`src/rtl/psc_pkg.sv`:
```
// Shared types and constants of the pressure sensor compensation unit.
// Used by psc_ctrl, psc_datapath and the top level; no dependencies.
`default_nettype none

package psc_pkg;

	localparam int RAW_W   = 24;
	localparam int CAL_W   = 16;
	localparam int TEMP_W  = 19;
	localparam int PRES_W  = 32;
	localparam int IDX_W   = 3;

	localparam int DT_W    = 25;
	localparam int MA_W    = 25;
	localparam int MB_W    = 18;
	localparam int PROD_W  = MA_W + MB_W;
	localparam int OFF_W   = 36;
	localparam int SENS_W  = 34;
	localparam int SLO_W   = 17;
	localparam int ACC_W   = PROD_W + SLO_W;
	localparam int DIFF_W  = 39;

	localparam int SHIFT_TEMP     = 23;
	localparam int SHIFT_OFF_REF  = 16;
	localparam int SHIFT_OFF_TC   = 7;
	localparam int SHIFT_SENS_REF = 15;
	localparam int SHIFT_SENS_TC  = 8;
	localparam int SHIFT_PROD     = 21;
	localparam int SHIFT_FINAL    = 15;
	localparam int SHIFT_TREF     = 8;

	localparam logic [TEMP_W-1:0] TEMP_BASE = TEMP_W'(2000);

	typedef enum logic [IDX_W-1:0] {
		REG_PRESSURE_SENSITIVITY    = 3'd0,
		REG_PRESSURE_OFFSET         = 3'd1,
		REG_TEMP_COEFF_SENSITIVITY  = 3'd2,
		REG_TEMP_COEFF_OFFSET       = 3'd3,
		REG_REFERENCE_TEMPERATURE   = 3'd4,
		REG_TEMPERATURE_COEFFICIENT = 3'd5
	} reg_idx_t;

	typedef enum logic [2:0] {
		MUL_TEMP = 3'd0,
		MUL_OFF  = 3'd1,
		MUL_SENS = 3'd2,
		MUL_LO   = 3'd3,
		MUL_HI   = 3'd4
	} mul_sel_t;

	typedef struct packed {
		logic     load;
		logic     dt_en;
		mul_sel_t mul_sel;
		logic     temp_en;
		logic     off_en;
		logic     sens_en;
		logic     lo_en;
		logic     hi_en;
		logic     res_en;
	} cmd_t;

	typedef struct packed {
		logic              operation;
		logic [RAW_W-1:0]  raw_value;
	} in_t;

	typedef struct packed {
		logic signed [TEMP_W-1:0] temperature;
		logic signed [PRES_W-1:0] pressure;
	} out_t;

endpackage

`default_nettype wire

```
`src/rtl/psc_ctrl.sv`:
```
// Sequencer of the compensation unit: steps the shared multiplier through
// one item and owns both handshakes. Depends on psc_pkg.
`default_nettype none

module psc_ctrl (
	input  wire logic          clk,
	input  wire logic          arst_n,
	input  wire logic          in_valid,
	output logic               in_ready,
	output logic               out_valid,
	input  wire logic          out_ready,
	output psc_pkg::cmd_t      cmd
);

	typedef enum logic [9:0] {
		S_IDLE  = 10'b0000000001,
		S_DT    = 10'b0000000010,
		S_MTEMP = 10'b0000000100,
		S_MOFF  = 10'b0000001000,
		S_MSENS = 10'b0000010000,
		S_SENS  = 10'b0000100000,
		S_MLO   = 10'b0001000000,
		S_MHI   = 10'b0010000000,
		S_ACC   = 10'b0100000000,
		S_FIN   = 10'b1000000000
	} state_t;

	state_t state_q, state_d;
	logic   out_valid_q;
	logic   slot_free;

	assign slot_free = !out_valid_q || out_ready;
	assign in_ready  = (state_q == S_IDLE);
	assign out_valid = out_valid_q;

	always_comb begin
		state_d     = state_q;
		cmd         = '0;
		cmd.mul_sel = psc_pkg::MUL_TEMP;
		case (state_q)
			S_IDLE: begin
				cmd.load = in_valid;
				if (in_valid) state_d = S_DT;
			end
			S_DT: begin
				cmd.dt_en = 1'b1;
				state_d   = S_MTEMP;
			end
			S_MTEMP: begin
				cmd.mul_sel = psc_pkg::MUL_TEMP;
				state_d     = S_MOFF;
			end
			S_MOFF: begin
				cmd.temp_en = 1'b1;
				cmd.mul_sel = psc_pkg::MUL_OFF;
				state_d     = S_MSENS;
			end
			S_MSENS: begin
				cmd.off_en  = 1'b1;
				cmd.mul_sel = psc_pkg::MUL_SENS;
				state_d     = S_SENS;
			end
			S_SENS: begin
				cmd.sens_en = 1'b1;
				state_d     = S_MLO;
			end
			S_MLO: begin
				cmd.mul_sel = psc_pkg::MUL_LO;
				state_d     = S_MHI;
			end
			S_MHI: begin
				cmd.lo_en   = 1'b1;
				cmd.mul_sel = psc_pkg::MUL_HI;
				state_d     = S_ACC;
			end
			S_ACC: begin
				cmd.hi_en = 1'b1;
				state_d   = S_FIN;
			end
			S_FIN: begin
				// hold until the output register is free
				cmd.res_en = slot_free;
				if (slot_free) state_d = S_IDLE;
			end
			default: begin
				state_d = S_IDLE;
			end
		endcase
	end

	always_ff @(posedge clk or negedge arst_n) begin
		if (!arst_n) begin
			state_q     <= S_IDLE;
			out_valid_q <= 1'b0;
		end else begin
			state_q <= state_d;
			if (cmd.res_en) out_valid_q <= 1'b1;
			else if (out_ready) out_valid_q <= 1'b0;
		end
	end

endmodule

`default_nettype wire

```
`src/rtl/psc_datapath.sv`:
```
// Datapath of the compensation unit: calibration and raw registers, one
// shared 25x18 signed multiplier, intermediates and the result register.
// Depends on psc_pkg.
`default_nettype none

module psc_datapath (
	input  wire logic                       clk,
	input  wire logic                       arst_n,
	input  wire logic                       cfg_we,
	input  wire logic [psc_pkg::IDX_W-1:0]  cfg_index,
	input  wire logic [psc_pkg::CAL_W-1:0]  cfg_data,
	input  wire psc_pkg::in_t               in_data,
	input  wire psc_pkg::cmd_t              cmd,
	output psc_pkg::out_t                   out_data
);

	localparam int RAW_W  = psc_pkg::RAW_W;
	localparam int CAL_W  = psc_pkg::CAL_W;
	localparam int DT_W   = psc_pkg::DT_W;
	localparam int MA_W   = psc_pkg::MA_W;
	localparam int MB_W   = psc_pkg::MB_W;
	localparam int PROD_W = psc_pkg::PROD_W;
	localparam int OFF_W  = psc_pkg::OFF_W;
	localparam int SENS_W = psc_pkg::SENS_W;
	localparam int SLO_W  = psc_pkg::SLO_W;
	localparam int ACC_W  = psc_pkg::ACC_W;
	localparam int DIFF_W = psc_pkg::DIFF_W;
	localparam int TEMP_W = psc_pkg::TEMP_W;
	localparam int PRES_W = psc_pkg::PRES_W;

	logic [CAL_W-1:0] c1_q, c2_q, c3_q, c4_q, c5_q, c6_q;
	logic [RAW_W-1:0] raw_t_q, raw_p_q;

	logic signed [DT_W-1:0]   dt_q;
	logic signed [PROD_W-1:0] prod_q;
	logic [TEMP_W-1:0]        temp_q;
	logic signed [OFF_W-1:0]  off_q;
	logic signed [SENS_W-1:0] sens_q;
	logic signed [ACC_W-1:0]  acc_q;

	logic signed [MA_W-1:0]   mul_a;
	logic signed [MB_W-1:0]   mul_b;
	logic signed [PROD_W-1:0] mul_p;

	logic signed [PROD_W-1:0] temp_sh, off_sh, sens_sh;
	logic signed [ACC_W-1:0]  acc_hi, acc_sh;
	logic signed [DIFF_W-1:0] diff, diff_sh;
	logic [DT_W-1:0]          dt_d;

	assign dt_d = {1'b0, raw_t_q} - {1'b0, c5_q, psc_pkg::SHIFT_TREF'(0)};

	always_comb begin
		mul_a = dt_q;
		mul_b = $signed({2'b00, c6_q});
		case (cmd.mul_sel)
			psc_pkg::MUL_TEMP: mul_b = $signed({2'b00, c6_q});
			psc_pkg::MUL_OFF:  mul_b = $signed({2'b00, c4_q});
			psc_pkg::MUL_SENS: mul_b = $signed({2'b00, c3_q});
			psc_pkg::MUL_LO: begin
				mul_a = $signed({1'b0, raw_p_q});
				mul_b = $signed({1'b0, sens_q[SLO_W-1:0]});
			end
			psc_pkg::MUL_HI: begin
				mul_a = $signed({1'b0, raw_p_q});
				mul_b = $signed({sens_q[SENS_W-1], sens_q[SENS_W-1:SLO_W]});
			end
			default: mul_b = $signed({2'b00, c6_q});
		endcase
	end

	assign mul_p   = mul_a * mul_b;
	assign temp_sh = prod_q >>> psc_pkg::SHIFT_TEMP;
	assign off_sh  = prod_q >>> psc_pkg::SHIFT_OFF_TC;
	assign sens_sh = prod_q >>> psc_pkg::SHIFT_SENS_TC;
	assign acc_hi  = $signed({prod_q, SLO_W'(0)});
	assign acc_sh  = acc_q >>> psc_pkg::SHIFT_PROD;
	assign diff    = $signed(acc_sh[DIFF_W-1:0])
	               - $signed({{(DIFF_W-OFF_W){off_q[OFF_W-1]}}, off_q});
	assign diff_sh = diff >>> psc_pkg::SHIFT_FINAL;

	always_ff @(posedge clk or negedge arst_n) begin
		if (!arst_n) begin
			c1_q    <= '0;
			c2_q    <= '0;
			c3_q    <= '0;
			c4_q    <= '0;
			c5_q    <= '0;
			c6_q    <= '0;
			raw_t_q <= '0;
			raw_p_q <= '0;
		end else begin
			if (cfg_we) begin
				case (cfg_index)
					psc_pkg::REG_PRESSURE_SENSITIVITY:    c1_q <= cfg_data;
					psc_pkg::REG_PRESSURE_OFFSET:         c2_q <= cfg_data;
					psc_pkg::REG_TEMP_COEFF_SENSITIVITY:  c3_q <= cfg_data;
					psc_pkg::REG_TEMP_COEFF_OFFSET:       c4_q <= cfg_data;
					psc_pkg::REG_REFERENCE_TEMPERATURE:   c5_q <= cfg_data;
					psc_pkg::REG_TEMPERATURE_COEFFICIENT: c6_q <= cfg_data;
					default: ;
				endcase
			end
			if (cmd.load) begin
				if (in_data.operation) raw_p_q <= in_data.raw_value;
				else raw_t_q <= in_data.raw_value;
			end
		end
	end

	always_ff @(posedge clk) begin
		prod_q <= mul_p;
		if (cmd.dt_en) dt_q <= $signed(dt_d);
		if (cmd.temp_en) temp_q <= psc_pkg::TEMP_BASE + temp_sh[TEMP_W-1:0];
		if (cmd.off_en) begin
			off_q <= $signed({4'b0000, c2_q, psc_pkg::SHIFT_OFF_REF'(0)})
			       + $signed(off_sh[OFF_W-1:0]);
		end
		if (cmd.sens_en) begin
			sens_q <= $signed({3'b000, c1_q, psc_pkg::SHIFT_SENS_REF'(0)})
			        + $signed(sens_sh[SENS_W-1:0]);
		end
		if (cmd.lo_en) acc_q <= {{(ACC_W-PROD_W){prod_q[PROD_W-1]}}, prod_q};
		if (cmd.hi_en) acc_q <= acc_q + acc_hi;
		if (cmd.res_en) begin
			out_data.temperature <= $signed(temp_q);
			out_data.pressure    <= $signed(diff_sh[PRES_W-1:0]);
		end
	end

endmodule

`default_nettype wire

```
`src/rtl/pressure_sensor_compensation_unit.sv`:
```
// Top level of the pressure sensor compensation unit.
// Instantiates psc_ctrl and psc_datapath; types from psc_pkg.
//
//   channel  dir   handshake               payload
//   in       in    in_valid / in_ready     in_data   (psc_pkg::in_t)
//   out      out   out_valid / out_ready   out_data  (psc_pkg::out_t)
//   cfg      in    cfg_we                  cfg_index, cfg_data
//
// Between acceptances the sequencer runs five products of one item through
// one shared 25x18 multiplier; in_ready is high only while it is idle.
// The result sits in an output register; a new item is taken while it waits.
// If the previous result is still not taken, the last step holds.
// Reset clears calibration words, stored raw values and the handshake state.
`default_nettype none

module pressure_sensor_compensation_unit (
	input  wire logic                       clk,
	input  wire logic                       arst_n,
	input  wire logic                       in_valid,
	output logic                            in_ready,
	input  wire psc_pkg::in_t               in_data,
	output logic                            out_valid,
	input  wire logic                       out_ready,
	output psc_pkg::out_t                   out_data,
	input  wire logic                       cfg_we,
	input  wire logic [psc_pkg::IDX_W-1:0]  cfg_index,
	input  wire logic [psc_pkg::CAL_W-1:0]  cfg_data
);

	psc_pkg::cmd_t cmd;

	psc_ctrl u_ctrl (
		.clk       (clk),
		.arst_n    (arst_n),
		.in_valid  (in_valid),
		.in_ready  (in_ready),
		.out_valid (out_valid),
		.out_ready (out_ready),
		.cmd       (cmd)
	);

	psc_datapath u_datapath (
		.clk       (clk),
		.arst_n    (arst_n),
		.cfg_we    (cfg_we),
		.cfg_index (cfg_index),
		.cfg_data  (cfg_data),
		.in_data   (in_data),
		.cmd       (cmd),
		.out_data  (out_data)
	);

endmodule

`default_nettype wire

```
`config.mk`:
```
export PLATFORM = sky130hd
export DESIGN_NAME = pressure_sensor_compensation_unit
export DESIGN_NICKNAME = d
export VERILOG_FILES = /design/src/rtl/psc_pkg.sv /design/src/rtl/psc_ctrl.sv /design/src/rtl/psc_datapath.sv /design/src/rtl/pressure_sensor_compensation_unit.sv
export SDC_FILE = /design/constraint.sdc
export NUM_CORES = 2
export LEC_CHECK = 0
export ABC_CLOCK_PERIOD_IN_PS = 8500
export BUFFER_PORTS_ARGS = -buffer_cell sky130_fd_sc_hd__buf_4
export CORE_MARGIN = 5
export CORE_UTILIZATION = 58
export CTS_BUF_LIST = sky130_fd_sc_hd__clkbuf_8 sky130_fd_sc_hd__clkbuf_16
export CTS_CLUSTER_SIZE = 20
export DETAILED_ROUTE_END_ITERATION = 6
export PLACE_DENSITY = 0.78
export SLEW_MARGIN = 10
export SYNTH_ARGS = -nofsm -noshare
export SYNTH_HDL_FRONTEND = slang
export SYNTH_SLANG_ARGS = --single-unit
```
`constraint.sdc`:
```
create_clock -name clk -period 8.5 [get_ports clk]
set_input_delay 1.7 -clock clk [delete_from_list [all_inputs] [get_ports clk]]
set_output_delay 1.7 -clock clk [all_outputs]
set_load 0.05 [all_outputs]
```
==> metrics.txt <==
# TYPE chip_impl_metric gauge
chip_impl_info{name="outcome",value="finished clean"} 1
chip_impl_info{name="min-delay-path-class",value="reg2reg"} 1
chip_impl_metric{name="detailed_place_hpwl",unit="mm"} 73.3
chip_impl_metric{name="cts_buffers",unit=""} 42
chip_impl_metric{name="globalRouteMet1Util",unit=""} 0.381
chip_impl_metric{name="layout.nets",unit=""} 4312
chip_impl_metric{name="grt_start_max_net_pins",unit=""} 83
chip_impl_metric{name="die_area",unit="um^2"} 65600
chip_impl_metric{name="drc_errors",unit=""} 0
chip_impl_metric{name="peak_per_stage_delay_on_the_critical_path",unit="ps"} 600
chip_impl_metric{name="clock_path_buffers",unit=""} 3
chip_impl_metric{name="finalMaxSlewViolations",unit=""} 0
chip_impl_info{name="worstSetupStartpointType",value="register"} 1
chip_impl_metric{name="synth_enable_flop_cells",unit=""} 200
chip_impl_metric{name="route.antenna.remaining_nets",unit=""} 0
chip_impl_metric{name="synth.yosys.seq_area_share",unit=""} 0.306
chip_impl_metric{name="avgSynthCellArea",unit="um^2"} 10.3
chip_impl_metric{name="arrival",unit="ps"} 8740
chip_impl_metric{name="post_synth_and_or_nand_nor_area_fraction",unit=""} 0.116
chip_impl_info{name="critPathKind",value="reg2reg"} 1
chip_impl_metric{name="detail_route.iter0.violations",unit=""} 2274
chip_impl_metric{name="dpl.cell_count",unit=""} 4321
chip_impl_metric{name="layout-drive-gt1-share",unit=""} 0.129
chip_impl_metric{name="grt_overflow_total",unit=""} 0
chip_impl_info{name="critical-path-top-cell-by-count",value="fa_1"} 1
chip_impl_info{name="unrepaired_setup_endpoints_after_global_routing",value="yes"} 1
chip_impl_metric{name="relative_slew_slack",unit=""} 0.268
chip_impl_metric{name="first_pass_grt_wire_length",unit="mm"} 149
chip_impl_metric{name="synth-async-reset-ratio",unit=""} 0.389
chip_impl_metric{name="met3_usage",unit=""} 0.0722
chip_impl_metric{name="fp.dieW",unit="um"} 256
chip_impl_metric{name="post-cts-setup-buffers",unit=""} 0
chip_impl_metric{name="critical_path_required",unit="ps"} 9010
chip_impl_metric{name="yosysTopAreaCellShare",unit=""} 0.254
chip_impl_metric{name="pin_count",unit=""} 102
chip_impl_metric{name="timing.setup.tns",unit="ps"} 0
chip_impl_metric{name="ys.warnings.count",unit=""} 0
chip_impl_info{name="busiest_layer",value="met2"} 1
chip_impl_info{name="layout_common_cells",value="574 x inv_1, 445 x fa_1, 419 x nand2_1, 292 x nor2_1, 235 x ha_1"} 1
chip_impl_metric{name="use_met2",unit=""} 0.466
chip_impl_metric{name="diodes",unit=""} 0
chip_impl_metric{name="fmax",unit="MHz"} 122
chip_impl_metric{name="die_h",unit="um"} 256
chip_impl_metric{name="critical_path_peak_fanout",unit=""} 12
chip_impl_metric{name="synth_mux_area_frac",unit=""} 0.0485
chip_impl_info{name="crit_path_top_delay_cell",value="fa_1"} 1
chip_impl_metric{name="post_synth_xor_area_fraction",unit=""} 0.0372
chip_impl_metric{name="filler_cell_count",unit=""} 4734
chip_impl_info{name="clock_tree.root_cell",value="clkbuf_16"} 1
chip_impl_metric{name="start_util",unit=""} 0.584
chip_impl_metric{name="dp_worst_setup_slack",unit="ps"} 85.9
chip_impl_metric{name="dr_total_vias",unit=""} 25600
chip_impl_metric{name="setup_viol",unit=""} 0
chip_impl_metric{name="rows",unit=""} 90
chip_impl_metric{name="clk_latency",unit="ps"} 590
chip_impl_metric{name="post_synth_fa_ha_maj_area_fraction",unit=""} 0.337
chip_impl_info{name="critPathCaptureType",value="register"} 1
chip_impl_metric{name="detail_route.first_pass.iterations",unit=""} 7
chip_impl_metric{name="core_area",unit="um^2"} 60100
chip_impl_metric{name="maxCapViolations",unit=""} 0
chip_impl_metric{name="synth_cell_types",unit=""} 78
chip_impl_metric{name="clkTransAtPathRegs",unit="ps"} 60
chip_impl_metric{name="count_of_buffers_from_port_buffering",unit=""} 101
chip_impl_metric{name="ys_seq_elements",unit=""} 398
chip_impl_metric{name="final_hold_vios",unit=""} 0
chip_impl_info{name="tritoncts_clock_tree",value="built"} 1
chip_impl_metric{name="clock-skew-final",unit="ps"} 20.6
chip_impl_metric{name="instances_no_fill",unit=""} 4398
chip_impl_info{name="mostFrequentLayoutCell",value="inv_1"} 1
chip_impl_metric{name="timing.final.ws_setup",unit="ps"} 272
chip_impl_metric{name="mappedNetlistNets",unit=""} 4154
chip_impl_metric{name="routedWlPerCell",unit="um"} 21.4
chip_impl_metric{name="routed_via_density",unit=""} 5.83
chip_impl_metric{name="via_count_of_the_first_global_routing_pass",unit=""} 26900
chip_impl_metric{name="clock_sinks",unit=""} 398
chip_impl_metric{name="routed_wirelength",unit="mm"} 94.3
chip_impl_metric{name="synthesis.area",unit="um^2"} 35100
chip_impl_info{name="synthDominantAreaCellType",value="fa_1"} 1
chip_impl_metric{name="synth_compound_gate_area_share",unit=""} 0.0821
chip_impl_info{name="dominant_combinational_cell_family_by_area_after_synthesis",value="adder cells"} 1
chip_impl_metric{name="post-route-min-period",unit="ps"} 8230
chip_impl_info{name="synth_top_flop_cell",value="edfxtp_1"} 1
chip_impl_metric{name="area_growth_syn_to_layout",unit="%"} 11.0
chip_impl_metric{name="place.gp.congestion",unit=""} 0.984
chip_impl_metric{name="antenna_found_initial",unit=""} 1
chip_impl_metric{name="worst_pin_slew",unit="ps"} 1100
chip_impl_metric{name="syn-instance-count",unit=""} 3425
chip_impl_metric{name="cts_max_level",unit=""} 2
chip_impl_info{name="synth.top_cells.by_area",value="fa_1 25%, edfxtp_1 17%, dfrtp_1 11%, ha_1 8.4%, inv_1 6.0%"} 1
chip_impl_metric{name="grt.total_usage",unit=""} 0.289
chip_impl_metric{name="period_share",unit=""} 0.968
-- path summary, 6_finish.rpt --
path | start | to | slack, ps | depth (start not counted)
max | u_ctrl.state_q[0] | u_datapath.prod_q[41] | 270 | 31
min | u_datapath.temp_q[18] | u_datapath.out_data[50] | 420 | 0
max reg2reg | u_ctrl.state_q[0] | u_datapath.prod_q[41] | 270 | 31
min reg2reg | u_datapath.temp_q[18] | u_datapath.out_data[50] | 420 | 0
max in group asynchronous | arst_n | u_ctrl.state_q[3] | 5850 | 2
min in group asynchronous | arst_n | u_datapath.c6_q[12] | 1170 | 1
-- cell type report --
type | instances | area, um^2 | share of cell area
clock buffers | 49 | 1180 | 0.0303
clock inverters | 28 | 181 | 0.00466
inverters | 562 | 2110 | 0.0541
multi-input cells | 2360 | 22000 | 0.564
flip-flops and latches | 398 | 10700 | 0.276
well taps | 782 | 978 | 0.0251
repair buffers | 219 | 1800 | 0.0462
-- metrics by stage --
stage | util | hold WS [ps] | area (um^2)
finish | 0.648 | 418 | 39000
global route | 0.648 | 424 | 39000
CTS | 0.647 | 418 | 38900
detailed placement | 0.624 | 405 | 37600
global placement | 0.624 | 402 | 37600
floorplan | - | 400 | 35100
-- worst max-delay path, delay by kind of cell (launching register included) --
kind,cells,cell delay [ps]
compound gates,8,1610
xor+xnor,1,140
fa+ha+maj,7,3480
buf+inv,5,570
flops,1,560
simple gates,10,1790
-- per-layer routing --
layer	vias to the layer above	wire length, um
met1	12700	36600
met4	2	4730
met5	-	8
met3	274	9680
li1	11400	-
met2	1234	43300
-- cells by family (layout without fill, tap and decap cells) --
family,Yosys count,count (layout)
AOI/OAI and AO/OA,439,439
xor gates and xnor gates,149,149
adders and majority gates,680,680
buffers and inverters,667,858
DFF,398,398
muxes,154,154
other,1,1
and+or+nand+nor,937,937
-- repair_timing --
action	4_1_cts	5_1_grt
gates resized for setup	0	15
endpoints found under the hold margin	0	0
endpoints found under the setup margin	0	13
hold buffers	0	0
-- Yosys cell counts, drive strengths merged (15+ instances only) --
cell and n:
fa 445, a31oi 15, nor3 29, mux2i 25, inv 561, nand2 419
a21o 65, o21ai 128, buf 34, a21oi 98, mux2 129, nand2b 36
a222oi 16, ha 235, dfxtp 43, clkbuf 71, xnor2 101, nand3 36
nor2 294, and2 27, edfxtp 200, xor2 48, o21a 28, dfrtp 154
nor2b 23
-- sequential cells by signal (all words and copies together), names as in the netlist --
register / cells
u_datapath.raw_p_q: 24
u_datapath.c2_q: 16
u_datapath.c4_q: 16
u_datapath.c3_q: 16
u_datapath.temp_q: 19
u_datapath.acc_q: 43
u_datapath.c5_q: 16
u_datapath.sens_q: 34
u_ctrl.state_q: 10
u_ctrl.out_valid: 1
u_datapath.dt_q: 25
u_datapath.prod_q: 43
u_datapath.out_data: 43
u_datapath.raw_t_q: 24
u_datapath.off_q: 36
u_datapath.c1_q: 16
u_datapath.c6_q: 16
Power is left out: the tool's default activity adds up to more than one toggle a clock period on the data nets, which glitch-free logic cannot reach.
